==> config.mk <==
export PLATFORM = sky130hd
export DESIGN_NAME = hex_text_frame_parser
export DESIGN_NICKNAME = d
export VERILOG_FILES = /design/src/htfp_pkg.sv /design/src/htfp_parse_step.sv /design/src/hex_text_frame_parser.sv
export VERILOG_INCLUDE_DIRS = /design/src /design/src/src
export SDC_FILE = /design/constraint.sdc
export NUM_CORES = 1
export LEC_CHECK = 0
export BUFFER_PORTS_ARGS = -buffer_cell sky130_fd_sc_hd__clkbuf_2
export CAP_MARGIN = 20
export CORE_MARGIN = 4
export CORE_UTILIZATION = 35
export DETAILED_ROUTE_END_ITERATION = 7
export RECOVER_POWER = 25
export SYNTH_ARGS = -nofsm -noshare
export SYNTH_HDL_FRONTEND = slang
export SYNTH_HIERARCHICAL = 1
export SYNTH_SLANG_ARGS = --single-unit
==> constraint.sdc <==
create_clock -name clk -period 18 [get_ports clk]
set_clock_uncertainty 0.15 [all_clocks]
set_input_delay 1.8 -clock clk [delete_from_list [all_inputs] [get_ports clk]]
set_output_delay 1.8 -clock clk [all_outputs]
set_load 0.005 [all_outputs]
==> src/hex_text_frame_parser_defines.svh <==
// Assertion macros shared by the frame parser RTL.
// Depends on nothing; users supply clk and rst_n in scope.
`ifndef HEX_TEXT_FRAME_PARSER_DEFINES_SVH
`define HEX_TEXT_FRAME_PARSER_DEFINES_SVH

// Plain clocked property, disabled during reset.
`define HTFP_ASSERT(lbl, prop, msg) \
    lbl: assert property (@(posedge clk) disable iff (!rst_n) (prop)) else $error(msg);

// Antecedent this cycle implies consequent next cycle.
`define HTFP_ASSERT_NEXT(lbl, ante, cons, msg) \
    lbl: assert property (@(posedge clk) disable iff (!rst_n) (ante) |=> (cons)) \
        else $error(msg);

`endif

==> src/htfp_pkg.sv <==
// Types, constants and the hex digit decoder for the frame parser.
// No dependencies; imported by htfp_parse_step and hex_text_frame_parser.
`timescale 1ns / 1ps
`default_nettype none

package htfp_pkg;

    localparam logic [4:0] HDR_CHARS = 5'd20;
    localparam logic [7:0] CHAR_LF   = 8'h0A;

    // header field codes
    typedef enum logic [2:0] {
        FLD_LENGTH  = 3'd0,
        FLD_COUNTER = 3'd1,
        FLD_CTRL    = 3'd2,
        FLD_TYPE    = 3'd3,
        FLD_SENDER  = 3'd4,
        FLD_RECV    = 3'd5
    } field_t;

    // first character position of the address fields
    localparam logic [4:0] SENDER_START = 5'd8;
    localparam logic [4:0] RECV_START   = 5'd14;

    // configuration register indexes
    localparam logic REG_SKIP_FIRST = 1'b0;

    typedef struct packed {
        logic [7:0] char_in;
        logic       is_last;
    } in_t;

    typedef struct packed {
        logic [7:0]  frame_length;
        logic [7:0]  msg_counter;
        logic [7:0]  ctrl_byte;
        logic [7:0]  msg_type;
        logic [23:0] sender;
        logic [23:0] receiver;
        logic [7:0]  payload_byte;
        logic        payload_valid;
        logic        end_of_frame;
    } out_t;

    typedef struct packed {
        logic [7:0]  frame_length;
        logic [7:0]  msg_counter;
        logic [7:0]  ctrl_byte;
        logic [7:0]  msg_type;
        logic [23:0] sender;
        logic [23:0] receiver;
    } header_t;

    typedef struct packed {
        logic [4:0] pos;
        logic       held_valid;
        logic       nibble_phase;
        logic [3:0] pair_accum;
        logic       pair_bad;
        header_t    hdr;
    } state_t;

    // {digit ok, nibble}
    function automatic logic [4:0] hex_decode(input logic [7:0] c);
        logic [4:0] r;
        r = 5'd0;
        if (c >= 8'h30 && c <= 8'h39) begin
            r = {1'b1, c[3:0]};
        end else if ((c >= 8'h41 && c <= 8'h46) || (c >= 8'h61 && c <= 8'h66)) begin
            r = {1'b1, c[3:0] + 4'd9};
        end
        return r;
    endfunction

endpackage

`default_nettype wire

==> src/htfp_parse_step.sv <==
// Next-state and result logic for one character of a frame line.
// Depends on htfp_pkg.
`timescale 1ns / 1ps
`default_nettype none

module htfp_parse_step
    import htfp_pkg::*;
(
    input  wire state_t st,
    input  wire logic   skip_first,
    input  wire in_t    item,
    output state_t      st_next,
    output logic        emit,
    output out_t        res
);

    logic       drop;
    logic [4:0] dec;
    logic       ok;
    logic [3:0] nib;
    logic [4:0] start;
    field_t     fld;
    logic       pbad;
    logic       have;
    logic [7:0] byte_val;
    state_t     work;

    assign dec = hex_decode(item.char_in);
    assign ok  = dec[4];
    assign nib = dec[3:0];
    assign drop = !st.held_valid && skip_first;

    always_comb
    begin
        if (st.pos < SENDER_START) begin
            start = {st.pos[4:1], 1'b0};
            fld   = field_t'({1'b0, st.pos[2:1]});
        end else if (st.pos < RECV_START) begin
            start = SENDER_START;
            fld   = FLD_SENDER;
        end else begin
            start = RECV_START;
            fld   = FLD_RECV;
        end
    end

    always_comb
    begin
        work = st;
        work.held_valid = 1'b1;
        have = 1'b0;
        byte_val = 8'd0;
        pbad = 1'b0;
        if (!drop) begin
            if (st.pos < HDR_CHARS) begin
                pbad = (st.pos == start) ? 1'b0 : st.pair_bad;
                if (!pbad) begin
                    if (!ok) begin
                        pbad = 1'b1;
                    end else begin
                        case (fld)
                            FLD_LENGTH:  work.hdr.frame_length = {st.hdr.frame_length[3:0], nib};
                            FLD_COUNTER: work.hdr.msg_counter  = {st.hdr.msg_counter[3:0], nib};
                            FLD_CTRL:    work.hdr.ctrl_byte    = {st.hdr.ctrl_byte[3:0], nib};
                            FLD_TYPE:    work.hdr.msg_type     = {st.hdr.msg_type[3:0], nib};
                            FLD_SENDER:  work.hdr.sender       = {st.hdr.sender[19:0], nib};
                            FLD_RECV:    work.hdr.receiver     = {st.hdr.receiver[19:0], nib};
                            default:     work.hdr.receiver     = st.hdr.receiver;
                        endcase
                    end
                end
                work.pair_bad = pbad;
                work.pos = st.pos + 5'd1;
            end else if (item.is_last && item.char_in == CHAR_LF) begin
                // trailing CR LF: drop any waiting first digit
                work.nibble_phase = 1'b0;
            end else if (!st.nibble_phase) begin
                work.pair_accum   = ok ? nib : 4'd0;
                work.pair_bad     = !ok;
                work.nibble_phase = 1'b1;
                if (item.is_last) begin
                    have     = 1'b1;
                    byte_val = {4'd0, work.pair_accum};
                end
            end else begin
                if (st.pair_bad) begin
                    byte_val = 8'd0;
                end else if (!ok) begin
                    byte_val = {4'd0, st.pair_accum};
                end else begin
                    byte_val = {st.pair_accum, nib};
                end
                have = 1'b1;
                work.nibble_phase = 1'b0;
            end
        end
    end

    assign emit = have || item.is_last;

    always_comb
    begin
        res.frame_length  = work.hdr.frame_length;
        res.msg_counter   = work.hdr.msg_counter;
        res.ctrl_byte     = work.hdr.ctrl_byte;
        res.msg_type      = work.hdr.msg_type;
        res.sender        = work.hdr.sender;
        res.receiver      = work.hdr.receiver;
        res.payload_byte  = byte_val;
        res.payload_valid = have;
        res.end_of_frame  = item.is_last;
    end

    // last character closes the line and clears all parse state
    assign st_next = item.is_last ? '0 : work;

endmodule

`default_nettype wire

==> src/hex_text_frame_parser.sv <==
// Top level of the hex text frame parser: state, result register, APB port.
// Depends on htfp_pkg, htfp_parse_step and hex_text_frame_parser_defines.svh.
`timescale 1ns / 1ps
`default_nettype none

// Hex text frame parser. Takes one ASCII character per transaction on the
// input channel and parses a line of hex digits: length, counter, control
// and type bytes (two digits each), sender and destination addresses (six
// digits each), then payload bytes, one per digit pair. A result is
// delivered for every completed payload byte and for the last character of
// the line (end_of_frame set); each result carries the header as parsed so
// far. A trailing CR LF is dropped, an unpaired final digit yields its nibble.
// Throughput is one character per cycle: all parsing of a character is
// combinational between the parse state registers and a single result
// register, and a new character is taken whenever that result register is
// empty or being drained in the same cycle. A result is registered and
// valid in the cycle after its character is accepted. Register skip_first
// (address 0x0, bit 0, reset 1) drops the first character of every line;
// write it only while the block is idle.

`include "hex_text_frame_parser_defines.svh"

module hex_text_frame_parser
    import htfp_pkg::*;
(
    input  wire logic        clk,
    input  wire logic        rst_n,
    // character input
    input  wire logic        in_valid,
    output logic             in_ready,
    input  wire in_t         in_data,
    // result output
    output logic             out_valid,
    input  wire logic        out_ready,
    output out_t             out_data,
    // configuration
    input  wire logic        psel,
    input  wire logic        penable,
    input  wire logic        pwrite,
    input  wire logic [2:0]  paddr,
    input  wire logic [31:0] pwdata,
    output logic [31:0]      prdata,
    output logic             pready
);

    state_t st_reg;
    state_t st_next;
    logic   skip_first_reg;
    logic   out_valid_reg;
    out_t   out_data_reg;
    logic   emit;
    out_t   res;
    logic   in_fire;
    logic   cfg_write;

    // ---------------------------------------------------------------
    // Configuration: single register at word 0
    // ---------------------------------------------------------------
    assign pready    = 1'b1;
    assign cfg_write = psel && penable && pwrite;
    assign prdata    = (paddr[2] == REG_SKIP_FIRST) ? {31'd0, skip_first_reg} : 32'd0;

    always_ff @(posedge clk or negedge rst_n)
    begin
        if (!rst_n) begin
            skip_first_reg <= 1'b1;
        end else if (cfg_write && paddr[2] == REG_SKIP_FIRST) begin
            skip_first_reg <= pwdata[0];
        end
    end

    // ---------------------------------------------------------------
    // Parse step: combinational update of line state per character
    // ---------------------------------------------------------------
    htfp_parse_step u_step (
        .st         (st_reg),
        .skip_first (skip_first_reg),
        .item       (in_data),
        .st_next    (st_next),
        .emit       (emit),
        .res        (res)
    );

    // Input is taken whenever the result register can take a new value
    assign in_ready = !out_valid_reg || out_ready;
    assign in_fire  = in_valid && in_ready;

    always_ff @(posedge clk or negedge rst_n)
    begin
        if (!rst_n) begin
            st_reg <= '0;
        end else if (in_fire) begin
            st_reg <= st_next;
        end
    end

    // ---------------------------------------------------------------
    // Result register
    // ---------------------------------------------------------------
    always_ff @(posedge clk or negedge rst_n)
    begin
        if (!rst_n) begin
            out_valid_reg <= 1'b0;
        end else if (in_fire) begin
            out_valid_reg <= emit;
        end else if (out_ready) begin
            out_valid_reg <= 1'b0;
        end
    end

    // payload only, no reset needed
    always_ff @(posedge clk)
    begin
        if (in_fire && emit) begin
            out_data_reg <= res;
        end
    end

    assign out_valid = out_valid_reg;
    assign out_data  = out_data_reg;

    // ---------------------------------------------------------------
    // Assertions
    // ---------------------------------------------------------------
    `HTFP_ASSERT_NEXT(a_emit_loads, in_fire && emit, out_valid_reg,
        "result of accepted character not presented")
    `HTFP_ASSERT_NEXT(a_line_clears, in_fire && in_data.is_last,
        st_reg.pos == 5'd0 && !st_reg.held_valid && !st_reg.nibble_phase,
        "line state not cleared after last character")
    `HTFP_ASSERT(a_pos_sat, st_reg.pos <= HDR_CHARS, "character position past header end")
    `HTFP_ASSERT(a_result_kind, !out_valid_reg || out_data_reg.payload_valid
        || out_data_reg.end_of_frame, "result with neither payload nor end of frame")

endmodule

`default_nettype wire

==> results.json, run 1 <==
{
  "grt_max_degree": 62,
  "core_sq_um": 28600,
  "synth_edf_count": 90,
  "io_buffers": 110,
  "worst_setup_path_end_kind": "async pin",
  "diodes": 0,
  "p_int_uw": 684,
  "antenna_found_initial": 0,
  "crit_type": "in2async",
  "async_flop_share_pct": 51.1,
  "pwr-share-seq_pct": 49.6,
  "rsz0062_at_grt": "no",
  "htreeDepth": 4,
  "pwr-share-clk_pct": 41.3,
  "cp_top_family": "buffers and inverters",
  "root_buffer": "clkbuf_16",
  "violations": "capacitance limit, slew limit",
  "cp_cell_sequence": "clkbuf_1 -> clkbuf_1",
  "place_congestion": 0.810,
  "hold_viol_final": 0,
  "vias": 6073,
  "first_global_vias": 5795,
  "cpMostUsedCell": "clkbuf_1",
  "die_h_um": 178,
  "synth_seq_area_share_pct": 49.9,
  "placedCellCount": 1209,
  "maxSlewViolCount": 97,
  "cts_buffers": 17,
  "setup_viol": 0,
  "fin_util_pct": 39.5,
  "yosys_warnings": 6,
  "worst-path-buf-inv": 2,
  "hold_path_class": "reg2reg",
  "yosys.area.top_type": "edfxtp_1",
  "synth.distinct_cells": 69,
  "drt_iter0_drc": 449,
  "cts_hold_buf": 0,
  "cts_tree": "yes",
  "postCtsSetupBuffers": 0,
  "clockBufferDepth": 2,
  "synthToLayoutAreaGrowth_pct": 11.7,
  "stdcell_count": 1243,
  "powerDensity_nw_per_um2": 82.6,
  "p_leak_uw": 0.00495,
  "worst-endpoint-arrival_ns": 5.83,
  "slowest_stage": "clkbuf_1",
  "grt_pass1_wl_mm": 33.9,
  "via_per_inst": 4.89,
  "place_area_sq_um": 10700,
  "power_switching_share_pct": 26.8,
  "ys_top_cells_by_count": "93 x dfrtp_1, 92 x nand2_1, 90 x edfxtp_1, 82 x mux2i_1, 80 x mux2_4",
  "postCtsResizedCells": 0,
  "max_freq_ghz": 0.161,
  "clock-sinks": 184,
  "drt_wl_total_mm": 21.7,
  "synth.cell_area_sq_um": 10100,
  "layout.nets": 902,
  "clkTransAtPathRegs_ns": 0.07,
  "critPathRequiredTime_ns": 17.61,
  "drt-pass1-iter-count": 5,
  "largest_reg_flops": 92,
  "start_util_pct": 35.4,
  "synthFlopType": "dfrtp_1",
  "synth_most_common_cell": "dfrtp_1",
  "ir_worst_vdd_v": 0.0000592,
  "synth_top_cells_by_area": "edfxtp_1 27%, dfrtp_1 23%, mux2_4 12%",
  "final_cell_area_sq_um": 11300,
  "worstMarginPinSlew_ns": 3.45,
  "synth_top_area_share_pct": 26.7,
  "fin_crit_ns": 6.22,
  "path_max_fanout": 61,
  "max-slew-margin-rel_pct": -130,
  "ys_ff_latch": 184,
  "die_x_um": 178,
  "dpl.hpwl_mm": 14.0,
  "track_usage_pct": 13.7,
  "tns_ns": 0,
  "grt_overflow": 0,
  "drv_cap": 2,
  "drt-wirelength-per-cell_um": 17.4,
  "clock_latency_ns": 0.43,
  "slowest_delay_ns": 2.53,
  "status": "finished with violations",
  "num_rows": 62,
  "final_layout_size_suffix_gt1_share_pct": 30.7,
  "ant_nets": 0,
  "period_share_pct": 34.5,
  "p_sw_uw": 250,
  "pwr-share-comb_pct": 9.1,
  "syn_area_per_cell_sq_um": 13.4,
  "syn_inst": 757,
  "startpoint_type": "input pin",
  "drc": 0,
  "num_io_pins": 176,
  "dieArea_sq_um": 31700
}
[power groups by stage]
stage          clock network, uW  logic, uW  registers, uW
3_5_place_dp                   0       86.4            472
2_1_floorplan                  0       66.6            471
5_1_grt                      414       93.5            465
4_1_cts                      396       86.7            463
6_report                     386       84.8            463
3_3_place_gp                   0       85.4            472
[cell usage in the layout, fill, tap and decap left out, drive strengths merged, types with 4 or more instances in the layout]
cell type and count:
a211oi 10, a21oi 9, and2 4, buf 7, clkbuf 129, clkinv 4, conb 32, dfrtp 93
edfxtp 90, ha 5, inv 15, mux2 173, mux2i 82, nand2 93, nand2b 9, nor2 18
nor2b 5, nor3 7, o21ai 11, or2 5
[kinds of logic after synthesis]
kind of cell             share of synthesized area (%)
buffers and inverters                             6.39
multiplexers                                      30.3
XOR/XNOR                                         0.346
AND/OR/NAND/NOR                                   7.85
adder cells (fa/ha/maj)                          0.618
flip-flops                                        49.9
AO/OA/AOI/OAI                                     4.50
other                                           0.0742
[final cells by class]
type                    count  area (sq um)
well taps                 384           480
multi-input cells         517          4560
clock inverters            15           178
inverters                   7          26.3
flip-flops and latches    184          5060
repair buffers            119           582
fillers                  2735         17300
clock buffers              17           425
[per-layer routing]
layer  routed length, um  part of all wire (%)  vias up  global-route usage (%)
li1                    -                     -     2876                       -
met1               10600                    49     3008                    20.1
met2                9720                    45      165                    20.8
met3                1010                   4.7       24                    2.71
met4                 321                   1.5        0                    3.83
met5                   0                     0        -                       0
[through the flow]
stage               total power (uW)  hold slack (ns)  worst slack, ns
floorplan                        537            0.329            11.15
global placement                 557            0.355            12.93
detailed placement               559            0.360            12.95
CTS                              946            0.376            13.40
global route                     972            0.402            10.67
finish                           934            0.376            11.78
[path summary, 6_finish.rpt]
kind / startpoint / endpoint / slack, ns / cells past startpoint
worst max-delay path: rst_n / st_reg[30] / 11.78 / 2
max in group clk: in_data[0] / out_data[54] / 12.84 / 6
worst min-delay path: st_reg[86] / st_reg[86] / 0.38 / 1
worst min register to register: st_reg[86] / st_reg[86] / 0.38 / 1
min in group asynchronous: rst_n / out_valid / 1.81 / 1
worst max register to register: st_reg[90] / out_data[54] / 14.52 / 7
Power figures use the tool's default switching activity.
==> run 2, diff against run 1 <==
==> constraint.sdc (replaced) <==
create_clock -name clk -period 5.15 [get_ports clk]
set_clock_uncertainty 0.15 [all_clocks]
set_input_delay 0.515 -clock clk [delete_from_list [all_inputs] [get_ports clk]]
set_output_delay 0.515 -clock clk [all_outputs]
set_load 0.005 [all_outputs]
==> run 2 against run 1 <==
The run still ends with capacitance limit, slew limit left. Setup slack worse by 10 ns. Utilization is 0.14 points higher. First-iteration DRC count is 9.8% lower. Final cell count is 0.16% higher. Sequential power grew to 3.5 times the previous value. Non-clock buffer count is 2 higher. Via count is 1.3% lower. Largest power group unchanged.
==> results.json, run 2 (synthesis results as in run 1) <==
{
  "violations": "capacitance limit, slew limit",
  "clock-sinks": 184,
  "period_share_pct": 64.5,
  "powerDensity_nw_per_um2": 287,
  "crit_type": "in2reg",
  "first_global_vias": 5819,
  "pwr-share-seq_pct": 49.6,
  "final_layout_size_suffix_gt1_share_pct": 33.4,
  "maxSlewViolCount": 56,
  "hold_viol_final": 0,
  "pwr-share-clk_pct": 41.3,
  "worstMarginPinSlew_ns": 3.37,
  "place_ws_ns": 1.38,
  "placedCellCount": 1211,
  "ant_nets": 0,
  "grt_pass1_wl_mm": 33.5,
  "met1_usage_pct": 20.0,
  "power_switching_share_pct": 25.3,
  "layout_common_cells": "105 x clkbuf_2, 93 x dfrtp_1, 92 x nand2_1, 90 x edfxtp_1, 82 x mux2i_1",
  "pwr-share-comb_pct": 9.1,
  "max_freq_ghz": 0.301,
  "diodes": 0,
  "cts_tree": "yes",
  "clkTransAtPathRegs_ns": 0.07,
  "vias": 5994,
  "worst_setup_path_end_kind": "flip-flop",
  "critPathRequiredTime_ns": 5.17,
  "num_io_pins": 176,
  "root_buffer": "clkbuf_16",
  "setup_viol": 0,
  "dpl.hpwl_mm": 14.2,
  "drv_cap": 1,
  "layout_setup_ws_ns": 1.83,
  "htreeDepth": 4,
  "fin_crit_ns": 3.32,
  "cp_top_family": "simple AND/OR/NAND/NOR gates",
  "layout_commonest_cell": "clkbuf_2",
  "ir_worst_vdd_v": 0.000190,
  "dieArea_sq_um": 31700,
  "startpoint_type": "input pin",
  "postCtsResizedCells": 0,
  "track_usage_pct": 13.6,
  "worst-path-buf-inv": 2,
  "die_h_um": 178,
  "drt_iter0_drc": 405,
  "max-slew-margin-rel_pct": -125,
  "synthToLayoutAreaGrowth_pct": 12.1,
  "path_max_fanout": 44,
  "via_per_inst": 4.81,
  "start_util_pct": 35.4,
  "p_int_uw": 2440,
  "num_rows": 62,
  "die_x_um": 178,
  "grt_overflow": 0,
  "postCtsSetupBuffers": 0,
  "clock_latency_ns": 0.42,
  "p_sw_uw": 827,
  "r2r_slack_ns": 2.14,
  "drt-wirelength-per-cell_um": 17.4,
  "rsz0062_at_grt": "no",
  "cts_hold_buf": 0,
  "grt.met2_usage_pct": 20.6,
  "gr-usage-met3_pct": 2.88,
  "stdcell_count": 1245,
  "p_leak_uw": 0.00503,
  "drt_wl_total_mm": 21.7,
  "place_congestion": 0.854,
  "layout.nets": 904,
  "whs_ns": 0.177,
  "p_total_uw": 3260,
  "grt_max_degree": 60,
  "largest_reg_flops": 92,
  "status": "finished with violations",
  "cp_cell_sequence": "clkbuf_2 -> or4b_1 -> or3_4 -> a2111oi_4 -> buf_4 -> mux2_1",
  "worst-endpoint-arrival_ns": 3.34,
  "tns_ns": 0,
  "slowest_delay_ns": 0.67,
  "antenna_found_initial": 0,
  "grt_busiest_layer": "met2",
  "cts_buffers": 17,
  "clockBufferDepth": 2,
  "drt-pass1-iter-count": 4,
  "core_sq_um": 28600,
  "slowest_stage": "or4b_1",
  "hold_path_class": "in2reg",
  "drc": 0,
  "io_buffers": 110
}
-- run 2: changes by cell type in the layout (fill, tap and decap cells not counted), sizes merged --
cell / before / now
buf: 7 / 10
bufinv: 1 / 2
clkinvlp: 2 / 1
inv: 15 / 14
-- run 2: area by class of cell --
cell class | count | area, sq um
well taps | 384 | 480
repair buffers | 121 | 627
clock buffers | 18 | 439
flip-flops and latches | 184 | 5060
multi-input cells | 517 | 4560
clock inverters | 14 | 159
fillers | 2739 | 17300
inverters | 7 | 26.3
-- run 2: power by group through the flow --
stage,Sequential [uW],Clock (uW),Combinational (uW)
CTS,1620,1390,304
floorplan,1640,0,233
global placement,1650,0,300
global route,1620,1450,329
finish,1620,1350,298
detailed placement,1650,0,303
-- run 2: worst paths after layout --
path / endpoint / depth (start not counted) / start
worst max-delay path: out_data[20] / 6 / in_data[4]
worst min-delay path: skip_first_reg / 2 / pwdata[0]
worst max register to register: out_data[40] / 7 / st_reg[90]
worst min register to register: st_reg[79] / 1 / st_reg[79]
max in group asynchronous: st_reg[26] / 2 / rst_n
min in group asynchronous: out_valid / 1 / rst_n
-- run 2: layer usage --
layer	share of wire (%)	up-vias
li1	-	2889
met1	50	2943
met2	45	146
met3	4.2	16
met4	1.1	0
met5	0	-
-- run 2: through the flow --
stage          cell area, sq um  util [%]
2_1_floorplan             10200         -
3_3_place_gp              10700      37.5
3_5_place_dp              10700      37.5
4_1_cts                   11300      39.6
5_1_grt                   11400      39.7
6_report                  11400      39.7
-- run 2: worst reg2reg max path, stage by stage, from the launching register on --
cell     delay, ns
dfrtp_1       0.54
o21ai_1       0.31
nor2_1        0.23
nand2_1       0.07
nand2_1       0.08
nand2_1       0.11
nor2b_4       0.60
buf_4         0.55
